==> src/design/radix_p_digit_serial_arithmetic_defines.svh <==
// Assertion macros shared by the radix-p digit-serial arithmetic block
`ifndef RADIX_P_DIGIT_SERIAL_ARITHMETIC_DEFINES_SVH
`define RADIX_P_DIGIT_SERIAL_ARITHMETIC_DEFINES_SVH
`ifndef NO_ASSERTIONS
// antecedent holds -> consequent holds in the same cycle
`define RPD_ASSERT_IMP(lbl, clk, rst, ante, cons) \
  lbl: assert property (@(posedge clk) disable iff (rst) (ante) |-> (cons)) \
    else $error("rpd assertion failed");
// antecedent holds -> consequent holds in the next cycle
`define RPD_ASSERT_NXT(lbl, clk, rst, ante, cons) \
  lbl: assert property (@(posedge clk) disable iff (rst) (ante) |=> (cons)) \
    else $error("rpd assertion failed");
`else
`define RPD_ASSERT_IMP(lbl, clk, rst, ante, cons)
`define RPD_ASSERT_NXT(lbl, clk, rst, ante, cons)
`endif
`endif

==> src/design/rpd_pkg.sv <==
// Types and constants for the radix-p digit-serial arithmetic block
`timescale 1ns / 1ps
package rpd_pkg;
  localparam int MAX_BASE = 16;
  localparam int BASE_TOP_RAW = (MAX_BASE > 16) ? 16 : MAX_BASE;
  localparam int BASE_TOP = (BASE_TOP_RAW < 2) ? 2 : BASE_TOP_RAW;

  localparam int T_W = 8;         // widest intermediate: 15*16 + 15
  localparam int DV_W = 5;        // divisor: base up to 16 or a digit
  localparam int DIV_ITER = T_W / 2;  // two quotient bits a cycle
  localparam int CNT_W = $clog2(DIV_ITER);

  localparam logic [1:0] OP_ADD = 2'd0;
  localparam logic [1:0] OP_SUB = 2'd1;
  localparam logic [1:0] OP_MUL = 2'd2;
  localparam logic [1:0] OP_DIV = 2'd3;

  localparam logic [1:0] KIND_DIGIT = 2'd0;
  localparam logic [1:0] KIND_CARRY = 2'd1;
  localparam logic [1:0] KIND_REM   = 2'd2;

  localparam logic [1:0] ST_OK       = 2'd0;
  localparam logic [1:0] ST_BAD_DIG  = 2'd1;
  localparam logic [1:0] ST_DIV_ZERO = 2'd2;
  localparam logic [1:0] ST_BORROW   = 2'd3;

  localparam logic [4:0] BASE_RESET = 5'd10;

  typedef struct packed {
    logic             start;
    logic [T_W-1:0]   dividend;
    logic [DV_W-1:0]  divisor;
  } div_req_t;

  typedef struct packed {
    logic             busy;
    logic             done;
    logic [T_W-1:0]   quot;
    logic [3:0]       rem;
  } div_res_t;

  typedef struct packed {
    logic [3:0] digit;
    logic [1:0] kind;
    logic [1:0] status;
    logic       last;
  } res_t;
endpackage

==> src/design/rpd_if.sv <==
// Valid/ready channel interfaces for input digits and result items
`timescale 1ns / 1ps
interface rpd_in_if;
  logic       valid;
  logic       ready;
  logic [1:0] op;
  logic [3:0] digit_a;
  logic [3:0] digit_b;
  logic       last_in;
  modport source (output valid, op, digit_a, digit_b, last_in, input ready);
  modport sink (input valid, op, digit_a, digit_b, last_in, output ready);
endinterface

interface rpd_out_if;
  logic       valid;
  logic       ready;
  logic [3:0] digit_out;
  logic [1:0] kind;
  logic [1:0] status;
  logic       last_out;
  modport source (output valid, digit_out, kind, status, last_out, input ready);
  modport sink (input valid, digit_out, kind, status, last_out, output ready);
endinterface

==> src/design/rpd_div.sv <==
// Shared restoring divider, two quotient bits per cycle
`timescale 1ns / 1ps
module rpd_div (
  input  logic              clk,
  input  logic              rst,
  input  rpd_pkg::div_req_t req,
  output rpd_pkg::div_res_t res
);
  logic                       busy;
  logic                       done;
  logic [rpd_pkg::CNT_W-1:0]  cnt;
  logic [rpd_pkg::T_W-1:0]    q;
  logic [rpd_pkg::DV_W-1:0]   r;
  logic [rpd_pkg::DV_W-1:0]   dv;

  logic [rpd_pkg::DV_W-1:0]   r1, r1s, r2, r2s;
  logic                       ge1, ge2;
  logic [rpd_pkg::T_W-1:0]    q_next;

  // remainder stays below the divisor (at most 16), so its low four bits
  // carry everything into the next shift
  always_comb begin
    r1 = {r[3:0], q[rpd_pkg::T_W-1]};
    ge1 = (r1 >= dv);
    r1s = ge1 ? (r1 - dv) : r1;
    r2 = {r1s[3:0], q[rpd_pkg::T_W-2]};
    ge2 = (r2 >= dv);
    r2s = ge2 ? (r2 - dv) : r2;
    q_next = {q[rpd_pkg::T_W-3:0], ge1, ge2};
  end

  always_ff @(posedge clk) begin
    if (rst) begin
      busy <= 1'b0;
      done <= 1'b0;
      cnt <= '0;
    end else begin
      done <= 1'b0;
      if (req.start) begin
        busy <= 1'b1;
        cnt <= '0;
        q <= req.dividend;
        r <= '0;
        dv <= req.divisor;
      end else if (busy) begin
        q <= q_next;
        r <= r2s;
        cnt <= cnt + 1'b1;
        if (cnt == rpd_pkg::CNT_W'(rpd_pkg::DIV_ITER - 1)) begin
          busy <= 1'b0;
          done <= 1'b1;
        end
      end
    end
  end

  assign res.busy = busy;
  assign res.done = done;
  assign res.quot = q;
  assign res.rem = r[3:0];
endmodule

==> src/design/radix_p_digit_serial_arithmetic.sv <==
// Top level: digit sequencer around the shared divider
// Each input beat starts the divider; after its 4 divider steps the results are latched,
// and then they are loaded one by one into the output register.
// A held-off output stalls the sequencer in its emit step. Input is taken only when idle,
// so a new input beat is accepted only once every result of the last one has been loaded.
// Synchronous active-high reset: base 10, running carry 0, channels empty.
`timescale 1ns / 1ps
`include "radix_p_digit_serial_arithmetic_defines.svh"
module radix_p_digit_serial_arithmetic (
  input  logic      clk,
  input  logic      rst,
  input  logic      base_we,
  input  logic [4:0] base_wdata,
  rpd_in_if.sink    din,
  rpd_out_if.source dout
);
  typedef enum logic [1:0] {S_IDLE, S_DIV, S_EMIT0, S_EMIT1} state_t;

  state_t state;
  logic [4:0] base;
  logic [3:0] carry;

  logic [1:0] op_r;
  logic       last_r;
  logic       bad_r;
  logic       dz_r;
  logic [3:0] sd_r;
  logic       sb_r;
  logic [4:0] dvs_r;
  rpd_pkg::res_t res0_r, res1_r;
  logic       two_r;

  logic          out_valid;
  rpd_pkg::res_t out_r;

  rpd_pkg::div_req_t div_req;
  rpd_pkg::div_res_t div_res;

  logic [4:0] p_eff;
  logic       accept;
  logic       out_free;
  logic       out_load;
  logic [3:0] mx, addend;
  logic [4:0] my;
  logic [8:0] prod;
  logic [7:0] t_mul, t_add;
  logic [4:0] sub, dvs;
  logic [4:0] diff;
  logic       borrow;
  logic       bad, dz;

  rpd_pkg::res_t res0_next, res1_next;
  logic          two_next;
  logic [3:0]    carry_next;

  always_comb begin
    if (base < 5'd2) p_eff = 5'd2;
    else if (base > 5'(rpd_pkg::BASE_TOP)) p_eff = 5'(rpd_pkg::BASE_TOP);
    else p_eff = base;
  end

  assign accept = din.valid && din.ready;
  assign din.ready = (state == S_IDLE);
  assign out_free = !out_valid || dout.ready;
  assign out_load = out_free && ((state == S_EMIT0) || (state == S_EMIT1));

  // one multiplier serves a*b and carry*p
  always_comb begin
    mx = (din.op == rpd_pkg::OP_DIV) ? carry : din.digit_a;
    my = (din.op == rpd_pkg::OP_DIV) ? p_eff : {1'b0, din.digit_b};
    addend = (din.op == rpd_pkg::OP_DIV) ? din.digit_a : carry;
    prod = {5'b0, mx} * {4'b0, my};
    t_mul = prod[7:0] + {4'b0, addend};
    t_add = {4'b0, din.digit_a} + {4'b0, din.digit_b} + {4'b0, carry};
    dvs = (din.op == rpd_pkg::OP_DIV) ? {1'b0, din.digit_b} : p_eff;
    sub = {1'b0, din.digit_b} + {4'b0, (carry != 4'd0)};
    borrow = ({1'b0, din.digit_a} < sub);
    diff = borrow ? ({1'b0, din.digit_a} + p_eff - sub) : ({1'b0, din.digit_a} - sub);
    bad = ({1'b0, din.digit_a} >= p_eff) || ({1'b0, din.digit_b} >= p_eff);
    dz = (din.op == rpd_pkg::OP_DIV) && (din.digit_b == 4'd0);
  end

  always_comb begin
    div_req.start = accept;
    div_req.dividend = (din.op == rpd_pkg::OP_ADD) ? t_add : t_mul;
    div_req.divisor = dvs;
  end

  rpd_div u_div (
    .clk (clk),
    .rst (rst),
    .req (div_req),
    .res (div_res)
  );

  // result items and carry update once the quotient is ready
  always_comb begin
    res1_next = '{digit: div_res.quot[3:0], kind: rpd_pkg::KIND_CARRY,
                  status: rpd_pkg::ST_OK, last: 1'b1};
    two_next = 1'b0;
    carry_next = 4'd0;
    res0_next = '{digit: div_res.quot[3:0], kind: rpd_pkg::KIND_DIGIT,
                  status: rpd_pkg::ST_OK, last: last_r};
    if (bad_r || dz_r) begin
      res0_next.digit = 4'd0;
      res0_next.status = bad_r ? rpd_pkg::ST_BAD_DIG : rpd_pkg::ST_DIV_ZERO;
      carry_next = last_r ? 4'd0 : carry;
    end else begin
      case (op_r)
        rpd_pkg::OP_DIV: begin
          res0_next.last = 1'b0;
          res1_next = '{digit: div_res.rem, kind: rpd_pkg::KIND_REM,
                        status: rpd_pkg::ST_OK, last: 1'b1};
          two_next = last_r;
          carry_next = last_r ? 4'd0 : div_res.rem;
        end
        rpd_pkg::OP_SUB: begin
          res0_next.digit = sd_r;
          res0_next.status = (last_r && sb_r) ? rpd_pkg::ST_BORROW : rpd_pkg::ST_OK;
          carry_next = last_r ? 4'd0 : {3'b0, sb_r};
        end
        default: begin
          // quotient by p is the carry; remainder is the digit
          res0_next.digit = div_res.rem;
          res1_next.digit = div_res.quot[3:0];
          two_next = last_r && (div_res.quot[3:0] != 4'd0);
          res0_next.last = last_r && !two_next;
          carry_next = last_r ? 4'd0 : div_res.quot[3:0];
        end
      endcase
    end
  end

  always_ff @(posedge clk) begin
    if (rst) begin
      state <= S_IDLE;
      base <= rpd_pkg::BASE_RESET;
      carry <= 4'd0;
      out_valid <= 1'b0;
    end else begin
      if (base_we) base <= base_wdata;
      if (out_load) out_valid <= 1'b1;
      else if (out_valid && dout.ready) out_valid <= 1'b0;
      case (state)
        S_IDLE: begin
          if (accept) begin
            op_r <= din.op;
            last_r <= din.last_in;
            bad_r <= bad;
            dz_r <= dz;
            sd_r <= diff[3:0];
            sb_r <= borrow;
            dvs_r <= dvs;
            state <= S_DIV;
          end
        end
        S_DIV: begin
          if (div_res.done) begin
            res0_r <= res0_next;
            res1_r <= res1_next;
            two_r <= two_next;
            carry <= carry_next;
            state <= S_EMIT0;
          end
        end
        S_EMIT0: begin
          if (out_free) begin
            out_r <= res0_r;
            state <= two_r ? S_EMIT1 : S_IDLE;
          end
        end
        S_EMIT1: begin
          if (out_free) begin
            out_r <= res1_r;
            state <= S_IDLE;
          end
        end
        default: state <= S_IDLE;
      endcase
    end
  end

  assign dout.valid = out_valid;
  assign dout.digit_out = out_r.digit;
  assign dout.kind = out_r.kind;
  assign dout.status = out_r.status;
  assign dout.last_out = out_r.last;

  `RPD_ASSERT_IMP(a_start_idle, clk, rst, div_req.start, !div_res.busy)
  `RPD_ASSERT_NXT(a_done_emit, clk, rst, state == S_DIV && div_res.done, state == S_EMIT0)
  `RPD_ASSERT_IMP(a_rem_below, clk, rst, div_res.done && dvs_r != 5'd0,
                  {1'b0, div_res.rem} < dvs_r)
  `RPD_ASSERT_IMP(a_carry_clr, clk, rst, state == S_EMIT0 && last_r, carry == 4'd0)
  `RPD_ASSERT_IMP(a_two_only, clk, rst, state == S_EMIT1, two_r && last_r)
endmodule

==> src/flat_wrapper.sv <==
// flat-port wrapper written by rule: the top's interface ports become plain ports
module radix_p_digit_serial_arithmetic_flat 
  (clk, rst, base_we, base_wdata, din_valid, din_op, din_digit_a, din_digit_b, din_last_in, din_ready, dout_valid, dout_digit_out, dout_kind, dout_status, dout_last_out, dout_ready);
  rpd_in_if din_i ();
  rpd_out_if dout_i ();
  input  logic clk;
  input  logic rst;
  input  logic base_we;
  input  logic [4:0] base_wdata;
  input wire logic [$bits(din_i.valid)-1:0] din_valid;
  input wire logic [$bits(din_i.op)-1:0] din_op;
  input wire logic [$bits(din_i.digit_a)-1:0] din_digit_a;
  input wire logic [$bits(din_i.digit_b)-1:0] din_digit_b;
  input wire logic [$bits(din_i.last_in)-1:0] din_last_in;
  output wire logic [$bits(din_i.ready)-1:0] din_ready;
  output wire logic [$bits(dout_i.valid)-1:0] dout_valid;
  output wire logic [$bits(dout_i.digit_out)-1:0] dout_digit_out;
  output wire logic [$bits(dout_i.kind)-1:0] dout_kind;
  output wire logic [$bits(dout_i.status)-1:0] dout_status;
  output wire logic [$bits(dout_i.last_out)-1:0] dout_last_out;
  input wire logic [$bits(dout_i.ready)-1:0] dout_ready;
  assign din_i.valid = din_valid;
  assign din_i.op = din_op;
  assign din_i.digit_a = din_digit_a;
  assign din_i.digit_b = din_digit_b;
  assign din_i.last_in = din_last_in;
  assign din_ready = din_i.ready;
  assign dout_valid = dout_i.valid;
  assign dout_digit_out = dout_i.digit_out;
  assign dout_kind = dout_i.kind;
  assign dout_status = dout_i.status;
  assign dout_last_out = dout_i.last_out;
  assign dout_i.ready = dout_ready;
  radix_p_digit_serial_arithmetic u_core (.clk(clk), .rst(rst), .base_we(base_we), .base_wdata(base_wdata), .din(din_i), .dout(dout_i));
endmodule
==> config.mk <==
export PLATFORM = sky130hd
export DESIGN_NAME = radix_p_digit_serial_arithmetic_flat
export DESIGN_NICKNAME = d
export VERILOG_FILES = /design/src/design/rpd_pkg.sv /design/src/design/rpd_if.sv /design/src/design/rpd_div.sv /design/src/design/radix_p_digit_serial_arithmetic.sv /design/src/flat_wrapper.sv
export VERILOG_INCLUDE_DIRS = /design/src /design/src/design
export SDC_FILE = /design/constraint.sdc
export NUM_CORES = 1
export LEC_CHECK = 0
export BUFFER_PORTS_ARGS = -buffer_cell sky130_fd_sc_hd__clkbuf_2
export CORE_MARGIN = 3
export CORE_UTILIZATION = 30
export CTS_BUF_LIST = sky130_fd_sc_hd__clkbuf_8 sky130_fd_sc_hd__clkbuf_16
export DETAILED_ROUTE_END_ITERATION = 8
export PLACE_DENSITY_LB_ADDON = 0.08
export REMOVE_ABC_BUFFERS = 1
export SYNTH_ARGS = -nofsm -noshare
export SYNTH_HDL_FRONTEND = slang
export SYNTH_SLANG_ARGS = --single-unit
==> constraint.sdc <==
create_clock -name clk -period 4.6 [get_ports clk]
set_input_delay 0.46 -clock clk [delete_from_list [all_inputs] [get_ports clk]]
set_output_delay 0.46 -clock clk [all_outputs]
set_load 0.05 [all_outputs]
Word-level counts from Yosys, hierarchy flattened
Cells that the tools add are included.

operators by class
  add/subtract/negate cells = 10
  $mul = 1
  divide/modulo/power cells = 0
  $lt $le $gt $ge = 7
  equal/unequal tests = 12
  shifts and indexed selects = 0
  mux-type cells = 45
  bitwise logic cells = 2
  reductions and logical operators = 30

operator list
  kind                                                    count
  two-way mux 4 bit                                       12
  two-way mux 9 bit                                       3
  two-way mux 8 bit                                       3
  two-way mux 5 bit                                       4
  two-way mux 2 bit                                       9
  one-hot mux 9 bit (2 select lines)                      1
  adder 8 x 4 -> 8 bit                                    2
  one-hot mux 4 bit (2 select lines)                      2
  subtractor 4 bit                                        4
  == test 2 bit (second input constant)                   5
  >= comparator 4 x 5 -> 1 bit                            2
  >= comparator 5 bit                                     2
  AND reduction 3 bit                                     3
  multiplier 4 x 5 -> 8 bit                               1
  two-way mux 1 bit                                       8
  one-hot mux 2 bit (4 select lines)                      1
  AND reduction 4 bit                                     2
  nonzero test 4 bit                                      2
  logical AND 1 bit                                       7
  inequality test 2 x 1 -> 1 bit (second input constant)  3
  nonzero test 2 bit                                      3
  adder 4 x 1 -> 5 bit                                    1
  adder 4 x 4 -> 5 bit                                    1
  greater-than comparator 5 bit (second input constant)   1
  15 further kinds                                        25

storage, ports and cells
  register bits after elaboration = 69
  bits in latches = 0
  memory bits (writable) = 0
  bits in read-only memories = 0
  input port bits = 21
  output and inout bits = 11
  word-level logic and storage cells = 136
  memories = 0

Logic depth before layout (Yosys ltp)
  depth in word-level cells = 8
  mapped depth = 16

Modules after synthesis
A second synthesis with hierarchy kept.

unflattened totals
  cells, all modules = 476
  area total of the unflattened synthesis = 4,951.0 µm²

modules (own cells, without submodules)
  module                           times used  cells an instance  area each (µm²)  seq. area each (µm²)
  radix_p_digit_serial_arithmetic  1           372                3,707.3          1,231.2
  rpd_div                          1           104                1,243.7          590.6

Least setup slack after synthesis
OpenSTA, ideal clock, no wires.

  kind = in2reg
  start point = input port din_op[0]
  end point = register u_core.u_div.q[7] (netlist name), data pin
  setup time = 0.276 ns
  data arrival time = 3.823 ns
  path slack = 0.501 ns
  stages = 14
  path buffers = 1
  cell sequence = nand2_1 buf_2 a21oi_1 or2_2 fa_1 fa_1 fa_1 inv_1 ha_1 nor2b_1 o31a_1 o22ai_1 xnor2_1 o31ai_1

between the ends
  longest elaborated chain between the ends = 6
  elaborated cells between the ends (all ways) = 9
  classes of those cells = 1 x add/sub; 1 x mul; 1 x eq/ne; 5 x mux; 1 x reduce/logical

RTL lines
  element                                                 RTL line                                                                                                             RTL
  start, declared                                         flat_wrapper.sv:11                                                                                                   input wire logic [$bits(din_i.op)-1:0] din_op;
  == test 2 bit                                           radix_p_digit_serial_arithmetic.sv:69, radix_p_digit_serial_arithmetic.sv:70, radix_p_digit_serial_arithmetic.sv:71
  two-way mux 4 bit or two-way mux 5 bit (tied branches)  radix_p_digit_serial_arithmetic.sv:69, radix_p_digit_serial_arithmetic.sv:70
  multiplier 4 x 5 -> 8 bit                               radix_p_digit_serial_arithmetic.sv:72                                                                                prod = {5'b0, mx} * {4'b0, my};
  adder 8 x 4 -> 8 bit                                    radix_p_digit_serial_arithmetic.sv:73                                                                                t_mul = prod[7:0] + {4'b0, addend};
  two-way mux 8 bit *                                     radix_p_digit_serial_arithmetic.sv:85                                                                                div_req.dividend = (din.op == rpd_pkg::OP_ADD) ? t_add : t_mul;
  two-way mux 8 bit *                                     rpd_div.sv:39                                                                                                        if (req.start) begin
  end signal, assigned                                    rpd_div.sv:42                                                                                                        q <= req.dividend;
  end signal, assigned                                    rpd_div.sv:46                                                                                                        q <= q_next;
  end, declared                                           rpd_div.sv:12                                                                                                        logic [rpd_pkg::T_W-1:0] q;

Mark *: on every way between the ends. The rest lies on a longest branch, timed or not.
A chain may end at the register's enable or synchronous reset.

Worst setup path in the final report
  start point = register u_core.base[4]
  end point = register u_core.u_div.q[7] (netlist name), data pin

between the ends
  longest elaborated chain between the ends = 8
  elaborated cells between the ends (all ways) = 9
  classes of those cells = 1 x add/sub; 1 x mul; 2 x order compare; 5 x mux

RTL lines
  element                        RTL line                                RTL
  start, declared                radix_p_digit_serial_arithmetic.sv:20   logic [4:0] base;
  start signal, assigned         radix_p_digit_serial_arithmetic.sv:137  base <= rpd_pkg::BASE_RESET;
  start signal, assigned         radix_p_digit_serial_arithmetic.sv:141  if (base_we) base <= base_wdata;
  greater-than comparator 5 bit  radix_p_digit_serial_arithmetic.sv:58   else if (base > 5'(rpd_pkg::BASE_TOP)) p_eff = 5'(rpd_pkg::BASE_TOP);
  two-way mux 5 bit              radix_p_digit_serial_arithmetic.sv:58
  two-way mux 5 bit *            radix_p_digit_serial_arithmetic.sv:57   if (base < 5'd2) p_eff = 5'd2;
  two-way mux 5 bit *            radix_p_digit_serial_arithmetic.sv:70   my = (din.op == rpd_pkg::OP_DIV) ? p_eff : {1'b0, din.digit_b};
  multiplier 4 x 5 -> 8 bit *    radix_p_digit_serial_arithmetic.sv:72
  adder 8 x 4 -> 8 bit *         radix_p_digit_serial_arithmetic.sv:73
  two-way mux 8 bit *            radix_p_digit_serial_arithmetic.sv:85
  two-way mux 8 bit *            rpd_div.sv:39

Marks and branches as above.

==> metrics.txt <==
Power Dens Cells=339 nW/um^2; antenna violations before repair=0; Fmax=roughly 0.24 GHz; synthesis-stage register bit count=between 60 and 70; clock tree sinks=66; antenna cells=0; CP bufs+invs=3; most used cell, CP=fa_1; syn avg cell area=slightly above 10 um^2; total negative setup slack=0 ns; max_cap viols=0; Die Area=around 18000 um^2; final WL=between 10 and 15 mm; vias in the first global route=roughly 3.5k; Pins Over Slew Limit=0; Setup WS post-layout=0.382 ns; # hold bufs at CTS=0; PortBufs=31; GRT Residual Overflow=0; Reg2Reg Setup Slack=0.38 ns; Hold Path Class=in -> reg; Die X=133 um; Sequential Area=1820 um^2; buffer levels on the longest clock path=2; # H-tree levels=3; cell type with the largest total area after synthesis=edfxtp_1; post-synthesis cell area=4810 um^2; largest stage delay on the critical path=roughly 0.54 ns; met2 Track Usage GR=~23%; slew of the pin with the lowest slew margin=between 1 and 1.5 ns; Final period util=91.7%; outcome=complete, no violations; Non-Filler Instances=~740; Unique masters post-synth=54; Top delay family on crit path=adder cells; # resized after CTS=0; global route hottest layer=met2; fin crit period=approximately 4.2 ns; grt met1 use=17.8%; CTS buffer count=9; clock insertion delay at the later pin of the skew report=0.34 ns; setup repair after global routing missed its margin=no; DRC violations left=0; DP Cell Count=719; pre-CTS setup slack=0.0694 ns; post-CTS setup buffers=0; post-route ant nets=0; WL per Instance=15.8 um; Vias=3554; Synth warnings=0; largest net degree at the start of global routing=22; Initial Utilization=31.2%; Clk pin slew, worst setup/hold paths=around 0.060 ns; multi-input logic area=2760 um^2; GRT Total Usage=about 14%; crit path max fanout=4; Slew headroom=23.2%; row cnt=45; top cells by area, synth=edfxtp_1 31%, ha_1 14%, dfxtp_1 6.7%, fa_1 6.7%, mux2i_1 3.7%; CTS root buffer=clkbuf_16; peak supply drop=between 0.15 and 0.2 mV; Crit-path slowest cell=fa_1; Setup crit start kind=flip-flop; DR vias/cell=approximately 4.8; Setup crit end kind=flip-flop; final instance area=5620 um^2; WP data required=~4.7 ns; core box area=15400 um^2; Die Span Y=~130 um; I/O Pins=32; grt met3 use=2.02%; layout cells sized above 1=between 10% and 20%; FILL cells=1582; static leakage=0.00243 uW; Layout Area Growth over Synthesis=16.9%; Hold Fails Final Rpt=0; Final GP Congestion=0.803; Setup violations, final=0; dpl cell area=approximately 5300 um^2; top cell type's share of synthesized area=31.2%; Post-Route Skew=roughly 0.0087 ns; CP cell instances=inv_1 > o311ai_1 > buf_4 > nor2_1 > a21oi_1 > or2_2 > fa_1 > fa_1 > fa_1 > inv_1 > ha_1 > nor2b_1 > o31a_1 > o22ai_1 > xnor2_1 > o31ai_1; first-pass GRT wire length=18.6 mm; final net count=610; dpl hpwl=between 9 and 10 mm; DRT Pass-1 Iters=4; critical path type=reg -> reg; Initial DRC Count=165; WP data arrival=4.28 ns; sequential share of the synthesized area=~38%; CTS tree=yes; Syn Inst Count=474
-- layout by cell type, fill, tap and decap left out, types with 7 or more instances in the layout --
master,count
nor2_1,45
nand3_1,7
inv_1,42
nand2_1,28
clkbuf_16,9
fa_1,16
mux2_2,8
a21o_1,8
mux2i_1,18
edfxtp_1,50
nor3_1,8
dfxtp_1,16
clkbuf_2,31
ha_1,54
o21ai_0,26
xnor2_1,10
a211oi_1,8
nor2b_1,9
buf_4,19
xor2_1,13
a21oi_1,24
-- final cells by class --
class / count / area share (%)
Sequential cell: 66 / 32.4
Multi-Input combinational cell: 351 / 49.1
Tap cell: 211 / 4.70
Timing Repair Buffer: 50 / 5.30
Clock inverter: 7 / 1.67
Clock buffer: 9 / 4.01
Inverter: 41 / 2.74
-- logic make-up after synthesis --
family | after synthesis | synth area share [%]
buffers and inverters | 57 | 4.66
XOR/XNOR | 23 | 4.19
AND/OR/NAND/NOR | 127 | 12.6
flip-flops | 66 | 37.9
AO/OA/AOI/OAI | 105 | 14.3
multiplexers | 26 | 5.62
adder cells (fa/ha/maj) | 70 | 20.7
-- sequential cells by signal, indices dropped and copies added (netlist names), 4 cells and up --
register and cells:
u_core.u_div.q 8, u_core.dout.digit_out 4, u_core.res0_r 7, u_core.u_div.dv 5, u_core.base 5, u_core.u_div.r 4
u_core.carry 4, u_core.sd_r 4, u_core.res1_r 6
-- per-layer routing --
layer	vias up	part of all wire [%]
li1	1793	-
met1	1677	47
met2	67	48
met3	17	2.3
met4	0	1.9
met5	-	0
-- stage by stage --
step / power (uW) / utilization [%] / hold WS, ns
after detailed placement: 1190 / 34.3 / 0.489
final: 1900 / 36.4 / 0.300
after floorplan: 1040 / - / 0.461
after global routing: 2000 / 36.4 / 0.297
after global placement: 1180 / 34.3 / 0.487
after CTS: 1930 / 36.4 / 0.291
-- worst paths after layout --
check,start,end,depth (start not counted)
worst min-delay path,din_last_in,u_core.last_r$_DFFE_PP_,1
worst max-delay path,u_core.base[4]$_SDFFE_PP0P_,u_core.u_div.q[7]$_DFFE_PP_,16
worst min register to register,u_core.res0_r[0]$_DFFE_PP_,u_core.dout.last_out$_SDFFCE_PP1P_,1
worst max register to register,u_core.base[4]$_SDFFE_PP0P_,u_core.u_div.q[7]$_DFFE_PP_,16
-- worst reg2reg max path, cell delays in order (launching register included) --
cell,delay (ns)
dfxtp_1,0.31
inv_1,0.11
o311ai_1,0.11
buf_4,0.17
nor2_1,0.08
a21oi_1,0.07
or2_2,0.33
fa_1,0.53
fa_1,0.52
fa_1,0.54
inv_1,0.04
ha_1,0.33
nor2b_1,0.16
o31a_1,0.25
o22ai_1,0.17
xnor2_1,0.14
o31ai_1,0.08
-- synthesized netlist by cell type (all sizes together) --
master	instances
nor2b	9
o31a	1
o31ai	2
nor3	8
a31oi	4
nand2	29
a311o	1
nor2	46
a32oi	2
o22ai	4
nand2b	6
and2	5
a21oi	24
o311ai	1
o211ai	1
and3	5
o21bai	2
mux2	8
nand3	7
o21a	1
fa	16
a211o	2
or3	1
xnor2	10
o21ai	28
nand3b	1
dfxtp	16
a21o	9
a211oi	8
clkbuf	9
edfxtp	50
ha	54
or4	2
xor2	13
buf	7
nor3b	1
o2bb2ai	2
a22oi	5
and2b	1
a21boi	1
a41o	1
a32o	6
mux2i	18
inv	41
or2	6
-- report_power, final --
part	leakage (uW)	switching, uW	internal (uW)
sequential	0.000588	26.0	684
combinational	0.00169	262	199
clock	0.000157	258	474
(Power assumes the default switching activity.)
